**config.mk**
```make
export PLATFORM = sky130hd
export DESIGN_NAME = pxr_ctrl
export DESIGN_NICKNAME = d
export VERILOG_FILES = /design/src/pxr_pkg.sv /design/src/pxr_ctrl.sv
export SDC_FILE = /design/constraint.sdc
export NUM_CORES = 1
export LEC_CHECK = 0
export BUFFER_PORTS_ARGS = -buffer_cell sky130_fd_sc_hd__buf_2
export CAP_MARGIN = 20
export CORE_UTILIZATION = 40
export CTS_CLUSTER_SIZE = 14
export DETAILED_ROUTE_END_ITERATION = 8
export PLACE_DENSITY = 0.71
export SETUP_SLACK_MARGIN = 0.15
export SYNTH_ARGS = -nofsm -noshare
export SYNTH_HDL_FRONTEND = slang
export SYNTH_SLANG_ARGS = --single-unit
```
**constraint.sdc**
```tcl
create_clock -name clk -period 5.3 [get_ports clk]
set_input_delay 0.53 -clock clk [delete_from_list [all_inputs] [get_ports clk]]
set_output_delay 0.53 -clock clk [all_outputs]
set_load 0.03 [all_outputs]
```
**src/pxr_pkg.sv**
```systemverilog
// ----------------------------------------------------------------------------
// pxr_pkg
// Types and constants shared by the pixel ripple shifter modules.
// ----------------------------------------------------------------------------
package pxr_pkg;

  localparam int PIX_W   = 24;
  localparam int CNT_W   = 8;
  localparam int MODE_W  = 3;
  localparam int IDX_W   = 4;
  localparam int CFG_A_W = 2;
  localparam int CFG_D_W = 8;

  typedef logic [PIX_W-1:0]   pix_t;
  typedef logic [MODE_W-1:0]  mode_t;
  typedef logic [IDX_W-1:0]   idx_t;
  typedef logic [CFG_A_W-1:0] cfg_addr_t;
  typedef logic [CFG_D_W-1:0] cfg_data_t;

  // Item commands.
  localparam logic CMD_TICK = 1'b0;
  localparam logic CMD_READ = 1'b1;

  // Configuration register indexes.
  localparam cfg_addr_t REG_INTERVAL = 2'd0;
  localparam cfg_addr_t REG_MODE     = 2'd1;

  // Shift modes.
  localparam mode_t MODE_RIGHT    = 3'd0;
  localparam mode_t MODE_LEFT     = 3'd1;
  localparam mode_t MODE_OUT_COLS = 3'd2;
  localparam mode_t MODE_IN_COLS  = 3'd3;
  localparam mode_t MODE_UP       = 3'd4;
  localparam mode_t MODE_DOWN     = 3'd5;
  localparam mode_t MODE_OUT_ROWS = 3'd6;
  localparam mode_t MODE_IN_ROWS  = 3'd7;

  typedef enum logic [0:0] {
    ST_IDLE,
    ST_OUT
  } state_t;

  // Command from the controller to the datapath for one accepted request.
  typedef struct packed {
    logic load;   // capture a result this cycle
    logic read;   // result is a pixel read
    logic shift;  // ripple the buffer this cycle
  } dp_cmd_t;

endpackage

```
**src/pxr_ctrl.sv**
```systemverilog
// ----------------------------------------------------------------------------
// pxr_ctrl
// Handshake state machine, configuration registers and frame counter.
// ----------------------------------------------------------------------------
module pxr_ctrl (
  input  logic               clk,
  input  logic               rst,
  input  logic               in_valid,
  output logic               in_stall,
  input  logic               cmd,
  output logic               out_valid,
  input  logic               out_stall,
  input  logic               cfg_valid,
  output logic               cfg_ready,
  input  pxr_pkg::cfg_addr_t cfg_index,
  input  pxr_pkg::cfg_data_t cfg_data,
  output pxr_pkg::mode_t     mode,
  output pxr_pkg::dp_cmd_t   dp_cmd
);
  import pxr_pkg::*;

  state_t            state, state_next;
  logic [CNT_W-1:0]  interval;
  logic [CNT_W-1:0]  frame_count;
  logic [CNT_W-1:0]  count_inc;
  logic              accept;
  logic              ripple;

  assign cfg_ready = 1'b1;
  assign accept    = in_valid && !in_stall;
  assign count_inc = frame_count + 1'b1;
  assign ripple    = (count_inc >= interval);

  always_comb begin
    state_next = state;
    case (state)
      ST_IDLE: if (accept) state_next = ST_OUT;
      ST_OUT:  if (!out_stall) state_next = ST_IDLE;
      default: state_next = ST_IDLE;
    endcase
  end

  always_comb begin
    in_stall     = 1'b1;
    out_valid    = 1'b0;
    case (state)
      ST_IDLE: in_stall  = 1'b0;
      ST_OUT:  out_valid = 1'b1;
      default: in_stall  = 1'b1;
    endcase
  end

  always_comb begin
    dp_cmd.load  = accept;
    dp_cmd.read  = accept && (cmd == CMD_READ);
    dp_cmd.shift = accept && (cmd == CMD_TICK) && ripple;
  end

  always_ff @(posedge clk) begin
    if (rst) begin
      state       <= ST_IDLE;
      interval    <= CNT_W'(1);
      mode        <= MODE_RIGHT;
      frame_count <= '0;
    end else begin
      state <= state_next;
      if (cfg_valid && cfg_ready) begin
        case (cfg_index)
          REG_INTERVAL: interval <= cfg_data;
          REG_MODE:     mode     <= cfg_data[MODE_W-1:0];
          default:      ;
        endcase
      end
      if (accept && cmd == CMD_TICK) begin
        frame_count <= ripple ? '0 : count_inc;
      end
    end
  end

  assert property (@(posedge clk) disable iff (rst)
    accept |=> out_valid)
    else $error("accepted request produced no result");

  assert property (@(posedge clk) disable iff (rst)
    out_valid |-> in_stall)
    else $error("new request taken while a result is pending");

  assert property (@(posedge clk) disable iff (rst)
    (out_valid && out_stall) |=> out_valid)
    else $error("stalled result dropped");

endmodule

```
==> impl_metrics.py <==
metrics = {
    "status": {
        "status": "complete, no violations",
    },
    "power": {
        "p_leak_nw": 0.609,
        "p_switching_w": 0.0000828,
        "combPwrFrac_pct": 15.3,
        "vdd_drop_max_mv": 0.174,
        "p_clk_share_pct": 37.8,
        "p_sw_share_pct": 24.8,
        "p_int_w": 0.000251,
        "power.density_nw_per_um2": 258,
        "seq_power_share_pct": 47.0,
    },
    "final_layout": {
        "area.growth.synth_to_final_pct": 14.1,
        "layout_common_cells": "23 x nor2_1, 23 x buf_2, 20 x dfxtp_1",
        "layout-drive-gt1-share_pct": 22.8,
        "fin_nets": 171,
        "num_antenna_cells": 0,
        "fill_cells": 254,
    },
    "run": {
        "max_cap_violations": 0,
    },
    "route": {
        "wl_per_cell_um": 12.8,
        "drc_errors": 0,
        "vias": 929,
        "via_per_inst": 5.31,
        "drt_iter0_markers": 25,
        "antenna_left": 0,
        "drtPass1Iterations": 4,
        "wl_um": 2240,
    },
    "global_routing": {
        "grt_use_total_pct": 16.0,
        "grt_pass1_wl_um": 3950,
        "grt_overflow": 0,
        "antenna_found_initial": 0,
        "grt_max_degree": 21,
        "grt_pass1_vias": 960,
    },
    "worst_setup_path": {
        "crit_chain": "and3_1 -> and3_1 -> xor2_1 -> ha_1 -> or4_4 -> a21oi_4 -> o21a_4 -> nor2_1 -> buf_2",
        "cp-end-kind": "primary output",
        "worstPathRequired_ps": 4770,
        "cp.arrival_ps": 2570,
        "path_max_fanout": 8,
        "criticalPathCategory": "reg2out",
        "cp_common_cell": "and3_1",
        "slowest_delay_ps": 500,
        "cp-start-kind": "flip-flop",
        "crit_slowest_cell": "or4_4",
    },
    "clock_tree": {
        "cts_hold_buf": 0,
        "cts_setup_buffers": 0,
        "clock_latency_ps": 310,
        "post_cts_resized": 0,
        "root_buffer": "clkbuf_4",
        "clockBufferDepth": 2,
        "htree_levels": 1,
        "cts_tree": "built",
        "cts_made_buffers": 3,
        "clock_sinks": 20,
        "path_clk_slew_ps": 130,
    },
    "timing": {
        "timing.fmax_mhz": 323,
        "fin_crit_sh_pct": 58.5,
        "hold_violations": 0,
        "rsz0062_at_grt": "no",
        "max-slew-margin-rel_pct": 40.4,
        "fin_ws_ps": 2200,
        "fin_worst_skew_ps": 13.8,
        "slew_violations": 0,
        "worst_pin_slew_ps": 890,
        "setup_viol": 0,
        "min_period_ps": 3100,
        "final.setup.tns_ps": 0,
    },
    "die": {
        "dieHeight_um": 55.3,
        "initial_core_util_pct": 44.2,
        "core_area_um2": 2570,
        "design.die.area_um2": 3050,
        "die_w_um": 55.3,
        "pin_count": 25,
        "rows": 18,
    },
    "placed_design": {
        "io_buffers": 23,
        "preCtsSetupSlack_ps": 2560,
        "place_congestion": 0.829,
        "dpl.hpwl_um": 1670,
    },
    "synth": {
        "ys_types": 39,
        "synthArstFlopShare_pct": 0,
        "ys.flop_type": "dfxtp_1",
        "synth_edf_count": 0,
        "synth-seq-cells": 20,
        "syn_area_um2": 1130,
        "syn_inst": 126,
        "ys_warn_count": 0,
        "syn_nets": 151,
        "synth_area_per_cell_um2": 9.01,
        "ys_seq_area_share_pct": 35.3,
    },
    "worst_hold_path": {
        "min-delay-path-class": "in2reg",
    },
}
==> layout make-up <==
class / count / area [um^2] / area share (%)
Inverter: 7 / 26.3 / 2.03
Sequential cell: 20 / 400 / 30.9
Tap cell: 30 / 37.5 / 2.90
Timing Repair Buffer: 23 / 115 / 8.89
Clock inverter: 1 / 30.0 / 2.32
Clock buffer: 3 / 22.5 / 1.74
Multi-Input combinational cell: 91 / 663 / 51.2
==> state kept, by name (all words and copies together), names as in the netlist <==
register and flops:
state 1, mode 3, interval 8, frame_count 8
==> routing by layer <==
metal	routed length, um	up-vias	share of wire [%]	GRT usage (%)
met1	1010	424	45	18.6
met5	0	-	0	0
met4	40	0	1.8	7.14
met3	68	5	3.0	3.98
met2	1120	21	50	27.5
li1	-	479	-	-
==> worst max-delay path: cells and delay by family (launching register included) <==
| kind | cells | cell delay, ps |
|---|---|---|
| simple gates | 4 | 930 |
| flops | 1 | 480 |
| compound gates | 2 | 380 |
| fa+ha+maj | 1 | 220 |
| buf+inv | 1 | 180 |
| xor+xnor | 1 | 80 |
==> path summary, 6_finish.rpt <==
check        slack (ps)  cells past startpoint                         from                     endpoint
min                 420                      2                  cfg_data[0]     interval[0]$_SDFFE_PP1P_
max                2200                      9  frame_count[2]$_SDFFE_PP0P_                    dp_cmd[0]
min reg2reg         510                      2         mode[2]$_SDFFE_PP0P_         mode[2]$_SDFFE_PP0P_
max reg2reg        3040                      8  frame_count[0]$_SDFFE_PP0P_  frame_count[3]$_SDFFE_PP0P_
==> power groups by stage <==
stage | clock network, W | logic [W] | registers, W
4_1_cts | 0.000128 | 0.0000511 | 0.000157
2_1_floorplan | 0 | 0.0000363 | 0.000162
3_3_place_gp | 0 | 0.0000496 | 0.000160
6_report | 0.000126 | 0.0000510 | 0.000157
5_1_grt | 0.000137 | 0.0000557 | 0.000158
3_5_place_dp | 0 | 0.0000508 | 0.000160
==> logic make-up after synthesis <==
logic type	share of synthesized area [%]
xor+xnor	4.63
flops	35.3
simple gates	21.9
mux	2.65
fa+ha+maj	9.92
other cells	0.330
buf+inv	6.28
compound gates	19.0
==> metrics by stage <==
| step | power [W] | instances | util [%] | hold slack, ps | instance area (um^2) |
|---|---|---|---|---|---|
| after detailed placement | 0.000211 | 171 | 48.4 | 482 | 1240 |
| after CTS | 0.000336 | 175 | 50.4 | 421 | 1290 |
| after global routing | 0.000351 | 175 | 50.4 | 421 | 1290 |
| after floorplan | 0.000199 | 126 | - | 462 | 1130 |
| after global placement | 0.000210 | 171 | 48.4 | 469 | 1240 |
| final | 0.000334 | 175 | 50.4 | 425 | 1290 |
==> cells in the mapped netlist (all sizes together) (3+ instances only) <==
library cell	number	area, um^2
nor2	23	86.3
dfxtp	20	400
a21oi	9	56.3
ha	9	113
inv	7	26.3
buf	6	37.5
a32o	4	40.0
nand3	4	20.0
nor2b	4	32.5
xnor2	4	35.0
a211o	3	26.3
and3	3	18.8
mux2i	3	30.0
Power figures use the tool's default switching activity.
